`src/rtl/assert_macros.svh`:
```
// Assertion macros used by the top level to check its own behaviour.
`ifndef ASSERT_MACROS_SVH
`define ASSERT_MACROS_SVH

// Same-cycle implication, checked on every rising edge outside reset.
`define IUTX_ASSERT_IMP(lbl, ante, cons, msg) \
  lbl: assert property (@(posedge clk) disable iff (rst) (ante) |-> (cons)) \
    else $error(msg);

// Next-cycle implication, checked on every rising edge outside reset.
`define IUTX_ASSERT_NXT(lbl, ante, cons, msg) \
  lbl: assert property (@(posedge clk) disable iff (rst) (ante) |=> (cons)) \
    else $error(msg);

`endif

```
`src/rtl/iutx_pkg.sv`:
```
// Package with the constants and helpers of the inverted serial transmitter.
package iutx_pkg;

  // Queue geometry.
  localparam int unsigned QUEUE_DEPTH = 128;
  localparam int unsigned PTR_W       = $clog2(QUEUE_DEPTH);
  localparam int unsigned BYTE_W      = 8;
  localparam int unsigned BIT_IDX_W   = $clog2(BYTE_W);

  // Frame and status fields.
  localparam int unsigned FRAME_LEN = 10;
  localparam int unsigned POS_W     = 4;
  localparam int unsigned PEAK_W    = 7;
  localparam int unsigned PEAK_MAX  = 127;
  localparam int unsigned OUT_W     = 16;

  // Configuration port.
  localparam int unsigned APB_AW        = 3;
  localparam int unsigned REG_TX_ENABLE = 0;

  // Input item kinds carried in tuser.
  localparam logic MODE_ENQUEUE = 1'b0;
  localparam logic MODE_TICK    = 1'b1;

  // Ring pointer increment, wrapping at the queue depth.
  function automatic logic [PTR_W-1:0] next_ptr(input logic [PTR_W-1:0] p);
    logic [PTR_W-1:0] r;
    if (p == PTR_W'(QUEUE_DEPTH - 1)) begin
      r = '0;
    end else begin
      r = p + PTR_W'(1);
    end
    return r;
  endfunction

endpackage

```
`src/rtl/iutx_ram.sv`:
```
// Generic single-write, single-read synchronous RAM with write-to-read forwarding.
module iutx_ram #(
  parameter int unsigned DEPTH = 128,
  parameter int unsigned WIDTH = 8
) (
  input  logic                     clk,
  input  logic                     we,
  input  logic [$clog2(DEPTH)-1:0] waddr,
  input  logic [WIDTH-1:0]         wdata,
  input  logic                     re,
  input  logic [$clog2(DEPTH)-1:0] raddr,
  output logic [WIDTH-1:0]         rdata
);

  logic [WIDTH-1:0] mem [DEPTH];

  // Write port.
  always_ff @(posedge clk) begin
    if (we) begin
      mem[waddr] <= wdata;
    end
  end

  // Registered read; a write to the same entry in the same cycle is forwarded.
  // The read register holds its value until the next read.
  always_ff @(posedge clk) begin
    if (re) begin
      if (we && (waddr == raddr)) begin
        rdata <= wdata;
      end else begin
        rdata <= mem[raddr];
      end
    end
  end

endmodule

```
`src/rtl/iutx_apb.sv`:
```
// Configuration register file of the transmitter, written over an APB-style port.
module iutx_apb (
  input  logic                             clk,
  input  logic                             rst,
  input  logic                             psel,
  input  logic                             penable,
  input  logic                             pwrite,
  input  logic [iutx_pkg::APB_AW-1:0]      paddr,
  input  logic [31:0]                      pwdata,
  output logic [31:0]                      prdata,
  output logic                             pready,
  output logic                             tx_enable
);

  logic reg_hit;
  logic wr_strobe;

  // Registers sit on 32-bit word boundaries; the low address bits are ignored.
  assign reg_hit   = (paddr[iutx_pkg::APB_AW-1:2] ==
                      (iutx_pkg::APB_AW - 2)'(iutx_pkg::REG_TX_ENABLE));
  assign pready    = 1'b1;
  assign wr_strobe = psel && penable && pwrite && pready;

  // Enable register.
  always_ff @(posedge clk) begin
    if (rst) begin
      tx_enable <= 1'b0;
    end else if (wr_strobe && reg_hit) begin
      tx_enable <= pwdata[0];
    end
  end

  // Read back; addresses beyond the register list read as zero.
  assign prdata = reg_hit ? {31'b0, tx_enable} : 32'b0;

endmodule

```
`src/rtl/inverted_uart_tx_with_fifo.sv`:
```
// Top level of the inverted-frame serial transmitter with its byte ring queue.
//
// Input channel (s_*): each transaction is either a byte to queue (tuser = 0)
// or one bit-period tick (tuser = 1). Every accepted transaction produces
// exactly one result transaction on the output channel (m_*), which shows the
// status after that item: line level, timer state, overflow flag and peak
// queue occupancy.
// Frames are a start bit of 1, the data bits inverted LSB first, a stop bit of 0.
// Throughput is one item per cycle while the receiver takes results. A result
// appears on m_tvalid in the cycle after its input transaction, from the single output register.
// The queued bytes live in a synchronous RAM; a popped byte is read into the
// RAM read register and the frame is driven straight from it, so the start
// bit (which needs no data) covers the registered RAM read.
// When the receiver stalls, the result waits in the output register and the
// input accepts a transaction only in a cycle in which that register is empty
// or being emptied, so back-pressure reaches the sender in the same cycle.
// Reset clears pointers, flags, peak and frame state at once; the queue RAM
// needs no clearing pass, so the block accepts items from the first cycle.
// The enable register (byte address 0) must be set before items have effect.
`include "assert_macros.svh"

module inverted_uart_tx_with_fifo (
  input  logic                        clk,
  input  logic                        rst,
  // Input stream.
  input  logic                        s_tvalid,
  output logic                        s_tready,
  input  logic [7:0]                  s_tdata,   // [7:0] data_byte
  input  logic                        s_tuser,   // [0] mode
  // Result stream.
  output logic                        m_tvalid,
  input  logic                        m_tready,
  output logic [15:0]                 m_tdata,   // [0] line_level, [1] tick_running,
                                                 // [2] overflow_seen, [9:3] peak_entries
  // Configuration port.
  input  logic                        psel,
  input  logic                        penable,
  input  logic                        pwrite,
  input  logic [iutx_pkg::APB_AW-1:0] paddr,
  input  logic [31:0]                 pwdata,
  output logic [31:0]                 prdata,
  output logic                        pready
);

  // Control state.
  logic [iutx_pkg::PTR_W-1:0]     rd_ptr, rd_ptr_next;
  logic [iutx_pkg::PTR_W-1:0]     wr_ptr, wr_ptr_next;
  logic [iutx_pkg::POS_W-1:0]     bit_pos, bit_pos_next;
  logic                           pin_level, pin_level_next;
  logic                           timer_on, timer_on_next;
  logic                           overflow_flag, overflow_flag_next;
  logic [iutx_pkg::PEAK_W-1:0]    peak_count, peak_count_next;

  // Datapath signals.
  logic                           tx_enable;
  logic                           in_xact;
  logic                           step;
  logic                           idle;
  logic                           queue_full;
  logic                           queue_empty;
  logic [iutx_pkg::PTR_W-1:0]     wr_ptr_inc;
  logic [iutx_pkg::PTR_W-1:0]     rd_ptr_inc;
  logic [iutx_pkg::PTR_W-1:0]     rd_ptr_after;
  logic [iutx_pkg::PTR_W:0]       occ_diff;
  logic [iutx_pkg::PTR_W-1:0]     occ;
  logic [iutx_pkg::PEAK_W-1:0]    occ_sat;
  logic                           wr_en;
  logic                           rd_en;
  logic [iutx_pkg::BYTE_W-1:0]    frame_byte;
  logic [iutx_pkg::POS_W-1:0]     pos_m1;
  logic                           frame_bit;

  // Configuration registers.
  iutx_apb u_apb (
    .clk       (clk),
    .rst       (rst),
    .psel      (psel),
    .penable   (penable),
    .pwrite    (pwrite),
    .paddr     (paddr),
    .pwdata    (pwdata),
    .prdata    (prdata),
    .pready    (pready),
    .tx_enable (tx_enable)
  );

  // Byte queue storage.
  iutx_ram #(
    .DEPTH (iutx_pkg::QUEUE_DEPTH),
    .WIDTH (iutx_pkg::BYTE_W)
  ) u_queue (
    .clk   (clk),
    .we    (wr_en),
    .waddr (wr_ptr),
    .wdata (s_tdata),
    .re    (rd_en),
    .raddr (rd_ptr),
    .rdata (frame_byte)
  );

  // Input handshake: accept whenever the result register is free or draining.
  assign s_tready = !m_tvalid || m_tready;
  assign in_xact  = s_tvalid && s_tready;
  assign step     = in_xact && tx_enable;

  // Queue and frame status.
  assign wr_ptr_inc  = iutx_pkg::next_ptr(wr_ptr);
  assign rd_ptr_inc  = iutx_pkg::next_ptr(rd_ptr);
  assign queue_full  = (wr_ptr_inc == rd_ptr);
  assign queue_empty = (wr_ptr == rd_ptr);
  assign idle        = (bit_pos >= iutx_pkg::POS_W'(iutx_pkg::FRAME_LEN));

  // Occupancy after a successful enqueue, wrapped modulo the queue depth.
  assign rd_ptr_after = idle ? rd_ptr_inc : rd_ptr;
  assign occ_diff     = {1'b0, wr_ptr_inc} - {1'b0, rd_ptr_after};
  assign occ          = occ_diff[iutx_pkg::PTR_W]
                        ? iutx_pkg::PTR_W'(occ_diff + (iutx_pkg::PTR_W + 1)'(iutx_pkg::QUEUE_DEPTH))
                        : occ_diff[iutx_pkg::PTR_W-1:0];
  assign occ_sat      = (32'(occ) > iutx_pkg::PEAK_MAX)
                        ? iutx_pkg::PEAK_W'(iutx_pkg::PEAK_MAX)
                        : iutx_pkg::PEAK_W'(occ);

  // Frame bit at the current position: start bit, inverted data, stop bit.
  assign pos_m1 = bit_pos - iutx_pkg::POS_W'(1);
  always_comb begin
    priority if (bit_pos == '0) begin
      frame_bit = 1'b1;
    end else if (bit_pos == iutx_pkg::POS_W'(iutx_pkg::FRAME_LEN - 1)) begin
      frame_bit = 1'b0;
    end else begin
      frame_bit = ~frame_byte[pos_m1[iutx_pkg::BIT_IDX_W-1:0]];
    end
  end

  // Next-state logic for one accepted item while transmission is enabled.
  always_comb begin
    wr_en              = 1'b0;
    rd_en              = 1'b0;
    rd_ptr_next        = rd_ptr;
    wr_ptr_next        = wr_ptr;
    bit_pos_next       = bit_pos;
    pin_level_next     = pin_level;
    timer_on_next      = timer_on;
    overflow_flag_next = overflow_flag;
    peak_count_next    = peak_count;
    if (step) begin
      if (s_tuser == iutx_pkg::MODE_ENQUEUE) begin
        if (queue_full) begin
          overflow_flag_next = 1'b1;
        end else begin
          wr_en       = 1'b1;
          wr_ptr_next = wr_ptr_inc;
          // An idle transmitter pops the oldest byte straight away.
          if (idle) begin
            rd_en         = 1'b1;
            rd_ptr_next   = rd_ptr_inc;
            bit_pos_next  = '0;
            timer_on_next = 1'b1;
          end
          if (occ_sat > peak_count) begin
            peak_count_next = occ_sat;
          end
        end
      end else begin
        if (!idle) begin
          pin_level_next = frame_bit;
          bit_pos_next   = bit_pos + iutx_pkg::POS_W'(1);
          timer_on_next  = 1'b1;
        end else if (!queue_empty) begin
          rd_en         = 1'b1;
          rd_ptr_next   = rd_ptr_inc;
          bit_pos_next  = '0;
          timer_on_next = 1'b1;
        end else begin
          timer_on_next = 1'b0;
        end
      end
    end
  end

  // State registers.
  always_ff @(posedge clk) begin
    if (rst) begin
      rd_ptr        <= '0;
      wr_ptr        <= '0;
      bit_pos       <= iutx_pkg::POS_W'(iutx_pkg::FRAME_LEN);
      pin_level     <= 1'b0;
      timer_on      <= 1'b0;
      overflow_flag <= 1'b0;
      peak_count    <= '0;
    end else begin
      rd_ptr        <= rd_ptr_next;
      wr_ptr        <= wr_ptr_next;
      bit_pos       <= bit_pos_next;
      pin_level     <= pin_level_next;
      timer_on      <= timer_on_next;
      overflow_flag <= overflow_flag_next;
      peak_count    <= peak_count_next;
    end
  end

  // Result valid flag.
  always_ff @(posedge clk) begin
    if (rst) begin
      m_tvalid <= 1'b0;
    end else if (in_xact) begin
      m_tvalid <= 1'b1;
    end else if (m_tready) begin
      m_tvalid <= 1'b0;
    end
  end

  // Result payload: the status after the accepted item.
  always_ff @(posedge clk) begin
    if (in_xact) begin
      m_tdata <= iutx_pkg::OUT_W'({peak_count_next, overflow_flag_next,
                                   timer_on_next, pin_level_next});
    end
  end

  // Design checks.
  `IUTX_ASSERT_IMP(a_no_write_when_full, wr_en, !queue_full,
                   "queue written while full")
  `IUTX_ASSERT_NXT(a_overflow_sticky, overflow_flag, overflow_flag,
                   "overflow flag cleared outside reset")
  `IUTX_ASSERT_NXT(a_idle_tick_stops,
                   step && (s_tuser == iutx_pkg::MODE_TICK) && idle && queue_empty,
                   !timer_on, "timer still running with nothing left to send")
  `IUTX_ASSERT_NXT(a_pop_starts_frame, rd_en, (bit_pos == '0) && timer_on,
                   "byte popped without starting a frame")

endmodule
```
`config.mk`:
```
export PLATFORM = sky130hd
export DESIGN_NAME = inverted_uart_tx_with_fifo
export DESIGN_NICKNAME = d
export VERILOG_FILES = /design/src/rtl/iutx_pkg.sv /design/src/rtl/iutx_ram.sv /design/src/rtl/iutx_apb.sv /design/src/rtl/inverted_uart_tx_with_fifo.sv
export VERILOG_INCLUDE_DIRS = /design/src /design/src/rtl
export SDC_FILE = /design/constraint.sdc
export NUM_CORES = 1
export LEC_CHECK = 0
export BUFFER_PORTS_ARGS = -buffer_cell sky130_fd_sc_hd__buf_2
export CAP_MARGIN = 10
export CORE_UTILIZATION = 56
export CTS_BUF_LIST = sky130_fd_sc_hd__clkbuf_4 sky130_fd_sc_hd__clkbuf_8 sky130_fd_sc_hd__clkbuf_16
export DETAILED_ROUTE_END_ITERATION = 8
export PLACE_DENSITY_LB_ADDON = 0.08
export SYNTH_ARGS = -nofsm -noshare
export SYNTH_HDL_FRONTEND = slang
export SYNTH_HIERARCHICAL = 1
export SYNTH_SLANG_ARGS = --single-unit
export TNS_END_PERCENT = 50
```
`constraint.sdc`:
```
create_clock -name clk -period 4.9 [get_ports clk]
set_clock_uncertainty 0.1 [all_clocks]
set_input_delay 0.245 -clock clk [delete_from_list [all_inputs] [get_ports clk]]
set_output_delay 0.245 -clock clk [all_outputs]
set_load 0.1 [all_outputs]
```
After elaboration in Yosys (flattened, before gate mapping)
Memory sizes are Yosys's and may differ from the RTL's. A register that Yosys moved wholly into a read port is not among the register bits.
Cells that the tools add are included.
- register bits after elaboration: 40
- RAM bits: 1024
- input bits: 51
- output and inout bits: 51
- memories kept: 1
- add/subtract/negate cells: 6
- order comparisons: 3
- eq/ne operators: 9
- mux-type cells: 46
- bitwise gates (word level): 4
- reductions and logical operators: 13
- memories (memory ; words ; width ; read ports ; clocked after Yosys merged registers in ; write ports ; line ; text):
    u_queue.mem ; 128 ; 8 ; 1 ; 1 ; 1 ; iutx_ram.sv:15 ; logic [WIDTH-1:0] mem [DEPTH];
- operator list (kind ; count):
    $mux 7 ; 12
    $mux 1 ; 28
    $add 7x1->7 const B ; 3
    $mux 4 ; 5
    $eq 7x7->1 ; 2
    $eq 7x7->1 const B ; 2
    $reduce_and 4->1 ; 2
    $sub 7x7->8 ; 1
    $gt 7x7->1 ; 1
    $logic_and 1x1->1 ; 5
    $add 4x1->4 const B ; 1
    $eq 4x4->1 const B ; 1
    $ge 4x4->1 const B ; 1
    $logic_not 4->1 ; 1
    $lt 3x4->1 const B ; 1
    $ne 2x2->1 const B ; 2
    $not 1->1 ; 4
    $reduce_bool 2->1 ; 2
    $bmux 1 s3 ; 1
    $ne 3x3->1 const B ; 1
    $reduce_and 3->1 ; 1
    $sub 3x1->3 const B ; 1
    $ne 2x1->1 const B ; 1
    $logic_not 1->1 ; 1
    $logic_or 1x1->1 ; 1

Logic depth before layout (Yosys ltp)
- word-level depth: 11
- gate-level depth with buffers: 24
- mapped depth without buffers: 22

Hierarchy
The synthesis kept the hierarchy.
- by module, submodules not included (module ; instances ; cells each ; area an instance (um^2) ; seq. area each (um^2)):
    iutx_ram ; 1 ; 2027 ; 40941.8 ; 30989.7
    inverted_uart_tx_with_fifo ; 1 ; 332 ; 2997.9 ; 880.8
    iutx_apb ; 1 ; 40 ; 309.0 ; 20.0

Least setup slack after synthesis
OpenSTA, ideal clock, no wires.
- path kind: register -> register
- from: register wr_ptr[0] (netlist bit)
- to: register m_tdata[8] (data pin)
- setup time: 0.265 ns
- arrival: 4.382 ns
- required time: 4.535 ns
- slack: 0.153 ns
- stages on the path, launching flop included: 24
- period minus slack after synthesis: 4.747 ns
- cells stage by stage: dfxtp_1 > ha_1 > buf_6 > and4_4 > and2_1 > buf_4 > a21oi_1 > inv_1 > ha_1 > inv_1 > ha_1 > o21ai_1 > a311oi_1 > a22oi_1 > o31ai_2 > xor2_1 > ha_1 > nor2_1 > o2bb2ai_1 > a31o_2 > nor4_1 > a21boi_2 > nor2_1 > or3_1
- longest elaborated chain between the ends: 10
- elaborated cells on any way between the ends: 12
- those cells by class: 3 x add/sub; 1 x order compare; 2 x eq/ne; 6 x mux
- RTL lines (element ; line ; text):
    start: declaration ; inverted_uart_tx_with_fifo.sv:47 ; logic [iutx_pkg::PTR_W-1:0] wr_ptr, wr_ptr_next;
    start signal: assignment ; inverted_uart_tx_with_fifo.sv:193 ; wr_ptr <= wr_ptr_next;
    $add 7x1->7 or $eq 7x7->1 (tied branches) ; iutx_pkg.sv:31, iutx_pkg.sv:28 ;
    $mux 7 (*) ; iutx_pkg.sv:28 ; if (p == PTR_W'(QUEUE_DEPTH - 1)) begin
    $sub 7x7->8 ; inverted_uart_tx_with_fifo.sv:115 ; assign occ_diff = {1'b0, wr_ptr_inc} - {1'b0, rd_ptr_after};
    $add 7x1->7 ; inverted_uart_tx_with_fifo.sv:117 ; ? iutx_pkg::PTR_W'(occ_diff + (iutx_pkg::PTR_W + 1)'(iutx_pkg::QUEUE_DEPTH))
    $mux 7 ; inverted_uart_tx_with_fifo.sv:117 ;
    $gt 7x7->1 ; inverted_uart_tx_with_fifo.sv:160 ; if (occ_sat > peak_count) begin
    $mux 7 ; inverted_uart_tx_with_fifo.sv:160 ;
    $mux 7 (*) ; inverted_uart_tx_with_fifo.sv:148 ; if (queue_full) begin
    $mux 7 (*) ; inverted_uart_tx_with_fifo.sv:147 ; if (s_tuser == iutx_pkg::MODE_ENQUEUE) begin
    $mux 7 (*) ; inverted_uart_tx_with_fifo.sv:146 ; if (step) begin
    named net peak_count_next (one bit) ; inverted_uart_tx_with_fifo.sv:52 ; logic [iutx_pkg::PEAK_W-1:0] peak_count, peak_count_next;
    end signal: assignment ; inverted_uart_tx_with_fifo.sv:216 ; m_tdata <= iutx_pkg::OUT_W'({peak_count_next, overflow_flag_next,
    end: declaration ; inverted_uart_tx_with_fifo.sv:33 ; output logic [15:0] m_tdata,
Mark *: on every way through the listed nets, which the timed path passes. The rest lies on a longest branch.
A chain may end at the register's enable or synchronous reset.

Worst setup path in the final report
- from: register bit_pos[0] (netlist bit)
- to: register m_tdata[8] (data pin)
- longest elaborated chain between the ends: 10
- RTL lines (element ; line ; text):
    start: declaration ; inverted_uart_tx_with_fifo.sv:48 ; logic [iutx_pkg::POS_W-1:0] bit_pos, bit_pos_next;
    start signal: assignment ; inverted_uart_tx_with_fifo.sv:186 ; bit_pos <= iutx_pkg::POS_W'(iutx_pkg::FRAME_LEN);
    start signal: assignment ; inverted_uart_tx_with_fifo.sv:194 ; bit_pos <= bit_pos_next;
    $ge 4x4->1 (*) ; inverted_uart_tx_with_fifo.sv:111 ; assign idle = (bit_pos >= iutx_pkg::POS_W'(iutx_pkg::FRAME_LEN));
    $mux 7 (*) ; -- ;
    $sub 7x7->8 (*) ; inverted_uart_tx_with_fifo.sv:115 ;
    $add 7x1->7 ; inverted_uart_tx_with_fifo.sv:117 ;
    $mux 7 (*) ; inverted_uart_tx_with_fifo.sv:117 ;
    $gt 7x7->1 ; inverted_uart_tx_with_fifo.sv:160 ;
    $mux 7 (*) ; inverted_uart_tx_with_fifo.sv:160 ;
    $mux 7 (*) ; inverted_uart_tx_with_fifo.sv:148 ;
    $mux 7 (*) ; inverted_uart_tx_with_fifo.sv:147 ;
    $mux 7 (*) ; inverted_uart_tx_with_fifo.sv:146 ;
    named net peak_count_next (one bit) ; inverted_uart_tx_with_fifo.sv:52 ;
Marks and branches as above.

==> metrics.md <==
| Metric | Value |
|---|---|
| Outcome | finished, final reports clean |
| Bufs on Longest Clock Path | 3 |
| Max-capacitance violation count | 0 |
| Die Area | 0.08014 mm2 |
| H-Tree Depth | 3 |
| Critical path's largest stage delay | 0.39 ns |
| Endpoint required time on the critical path | 5.22 ns |
| Estimated wirelength of the detail-placed design | 62830 um |
| Initial DRT Pass Iterations | 5 |
| Number of distinct library cells after synthesis | 90 |
| Critical-path cell list | inv_1 > ha_2 > o31a_4 > mux2i_4 > xor2_2 > ha_4 > o21ai_1 > a311oi_1 > a22oi_1 > o31ai_2 > xor2_1 > ha_2 > nor4_4 > a31o_2 > nor4_4 > a21boi_4 > buf_4 > and3_1 > or3_1 |
| Worst hold path type | in -> reg |
| Vertical die dimension | 283.1 um |
| Startpoint kind of the worst setup timing path | flop |
| Global-route wire length before repair | 152400 um |
| Largest net degree at the start of global routing | 112 |
| Initial Utilization | 0.5684 |
| Final setup TNS | 0 ns |
| Top Ports | 102 |
| Crit end category | flop |
| Placer's final routability congestion estimate | 0.8638 |
| Number of design rule violations left after detail routing | 0 |
| Area overhead of the layout relative to synthesis | 11.17% |
| FF+latch count, synth | 1072 |
| DR iter-0 viols | 2251 |
| Number of antenna violations at the first check in global routing | 0 |
| Vias per std cell | 6.388 |
| Data arrival time of the critical path | 5.05 ns |
| Total wire length after detailed routing | 103700 um |
| Power Density | 378.1 mW/mm2 |
| Top-count cell post-synth | sky130_fd_sc_hd__edfxtp_1 |
| Cell type group with the largest total delay on the critical path | compound AO/OA/AOI/OAI gates |
| Worst slack at placement | -0.03816 ns |
| Top cell type by total area after synthesis | sky130_fd_sc_hd__edfxtp_1 |
| Antenna-violating nets left | 0 |
| Worst Path Buf+Inv | 2 |
| Layout cells sized above 1 | 0.2098 |
| Root buf cell | sky130_fd_sc_hd__clkbuf_16 |
| Share of flip-flops with an asynchronous set or reset | 0 |
| Fraction of post-synthesis cell area in the top cell type by area | 0.7071 |
| Leakage | 15.24 nW |
| Antenna diode count | 0 |
| Finished Layout Cells | 3643 |
| Total congestion overflow | 0 |
| Highest achievable clock rate | 211.1 MHz |
| Overall power | 18.60 mW |
| Mapped Avg Cell Area | 18.44 um2 |
| Area of the placeable core | 0.07785 mm2 |
| Syn. warnings | 6 |
| CTS tree | yes |
| Sequential share of the synthesized area | 0.7207 |
| Top cells by count, synth | sky130_fd_sc_hd__edfxtp_1 (1042), sky130_fd_sc_hd__nor2_1 (175), sky130_fd_sc_hd__mux2i_1 (169) |
| Cell types occupying the most area after synthesis | sky130_fd_sc_hd__edfxtp_1 (71%), sky130_fd_sc_hd__mux4_2 (7.5%), sky130_fd_sc_hd__mux2i_1 (3.8%) |
| Clock latency at the later pin of the worst-skew pair | 0.68 ns |
| # rows | 102 |
| Post-DR wirelength/cell | 28.47 um |
| Overall Global Routing Usage | 0.2592 |
| Number of placed cells counting well taps | 3432 |
| Count of fill cells added during filler insertion | 5436 |
| Cts bufs inserted | 108 |
| Port-buffer cells | 30 |
| Worst voltage drop across the vdd grid | 0.3100 mV |
| Synth Instances | 2399 |
| Minimum clock period after layout | 4.736 ns |
| Vias in the first global route | 23010 |
| Final setup viols | 0 |
| Setup ws final | 0.1638 ns |
| EDFF count, synth | 1042 |
| Prevailing post-synth register cell | sky130_fd_sc_hd__edfxtp_1 |
| Worst relative slew slack | 0.2905 |
| Netlist area before placement | 0.04425 mm2 |
| Via total after detailed routing | 23270 |
| Number of max-slew violations in the final report | 0 |
| Number of sinks handled by clock tree synthesis | 1072 |
| Worst-margin pin slew | 1.064 ns |
| Maximum fanout along the worst path | 6 |
| Startpoint-to-endpoint class of the critical path | reg -> reg |
| Nets | 2583 |
| X dimension of the die | 283.1 um |
| Slowest cell on the critical path | sky130_fd_sc_hd__o31a_4 |
| Reg clk slew, reported paths | 0.06 ns |
| Number of failing hold endpoints at the final stage | 0 |
| Period utilisation layout | 0.9666 |
[layout by cell type (no fill, tap or decap), types with 13 or more instances in the layout]
cell                           n
sky130_fd_sc_hd__conb_1       38
sky130_fd_sc_hd__mux4_1       42
sky130_fd_sc_hd__and2_1       16
sky130_fd_sc_hd__mux2i_1     168
sky130_fd_sc_hd__buf_2        22
sky130_fd_sc_hd__o21ai_0      23
sky130_fd_sc_hd__mux4_2      147
sky130_fd_sc_hd__inv_1        21
sky130_fd_sc_hd__a31oi_1      14
sky130_fd_sc_hd__buf_4       113
sky130_fd_sc_hd__ha_1         13
sky130_fd_sc_hd__clkinv_2     29
sky130_fd_sc_hd__mux2_2       18
sky130_fd_sc_hd__and3_1       13
sky130_fd_sc_hd__xnor2_1      18
sky130_fd_sc_hd__edfxtp_1   1042
sky130_fd_sc_hd__nor2b_1      15
sky130_fd_sc_hd__o221ai_1     47
sky130_fd_sc_hd__dfxtp_1      24
sky130_fd_sc_hd__nor3_1       36
sky130_fd_sc_hd__a21oi_1      39
sky130_fd_sc_hd__nor2_1      175
sky130_fd_sc_hd__o22ai_1      53
sky130_fd_sc_hd__nand2b_1     16
sky130_fd_sc_hd__clkbuf_4     24
sky130_fd_sc_hd__clkbuf_16   109
sky130_fd_sc_hd__nand3_1      33
sky130_fd_sc_hd__nand2_1      55
[per-layer routing]
layer | vias to the layer above | global-route usage | share of wire
met4 | 0 | 0.08784 | 0.033
met2 | 986 | 0.4110 | 0.48
met3 | 188 | 0.04211 | 0.076
met5 | - | 0 | 0
met1 | 12140 | 0.3700 | 0.41
li1 | 9957 | - | -
[stage by stage]
stage	util	hold slack, ns	instance area, um2
3_5_place_dp	0.5837	0.3958	45440
3_3_place_gp	0.5837	0.3818	45440
6_report	0.6319	0.03365	49190
4_1_cts	0.6303	0.02217	49070
2_1_floorplan	-	0.2439	44380
5_1_grt	0.6319	0.04435	49190
[sequential cells by signal, summed over array words and instances, names as in the netlist]
name	cells
overflow_flag	1
u_queue/mem	1024
m_tdata	10
peak_count	7
u_queue/rdata	8
pin_level	1
timer_on	1
m_tvalid	1
wr_ptr	7
rd_ptr	7
u_apb/tx_enable	1
bit_pos	4
[power breakdown]
group          switching (mW)  internal, mW
sequential            0.00178          10.1
clock                    3.44          4.70
combinational           0.358        0.0536
total                    3.80          14.8
[repair_timing]
item | CTS | global route
gates resized for setup | 2 | 17
gates cloned | 0 | 0
pin swaps | 1 | 8
hold buffers | 7 | 0
endpoints found under the setup margin | 7 | 12
buffers inserted | 1 | 6
endpoints found under the hold margin | 23 | 0
[path summary, 6_finish.rpt]
kind	startpoint	end	slack (ns)	depth (start not counted)
hold reg to reg	peak_count[0]$_SDFF_PP0_	peak_count[0]$_SDFF_PP0_	0.40	2
hold / removal	s_tdata[4]	u_queue/mem[121][4]$_DFFE_PP_	0.03	1
setup reg to reg	bit_pos[0]$_SDFFE_PP0P_	m_tdata[8]$_DFFE_PP_	0.16	19
setup / recovery	bit_pos[0]$_SDFFE_PP0P_	m_tdata[8]$_DFFE_PP_	0.16	19
[final cells by class]
cell class | instances | area (um2) | share of cell area
clock inverter | 64 | 628.1 | 0.01277
inverter | 24 | 90.09 | 0.001831
multi-input combinational | 1162 | 11210 | 0.2279
sequential | 1072 | 31910 | 0.6486
tap | 1040 | 1301 | 0.02645
timing repair buffer | 148 | 1149 | 0.02335
clock buffer | 133 | 2908 | 0.05911
[kinds of logic (layout without fill, tap and decap cells)]
logic type      after synthesis  in the layout  synth area share
flops                      1072           1072            0.7207
mux                         376            376            0.1426
buf+inv                     200            369           0.03110
xor+xnor                     32             32          0.006504
other cells                   3             38         0.0002545
fa+ha+maj                    18             18          0.005033
simple gates                394            394           0.04191
compound gates              304            304           0.05192
Note: power is estimated with default switching activity, not from simulation.
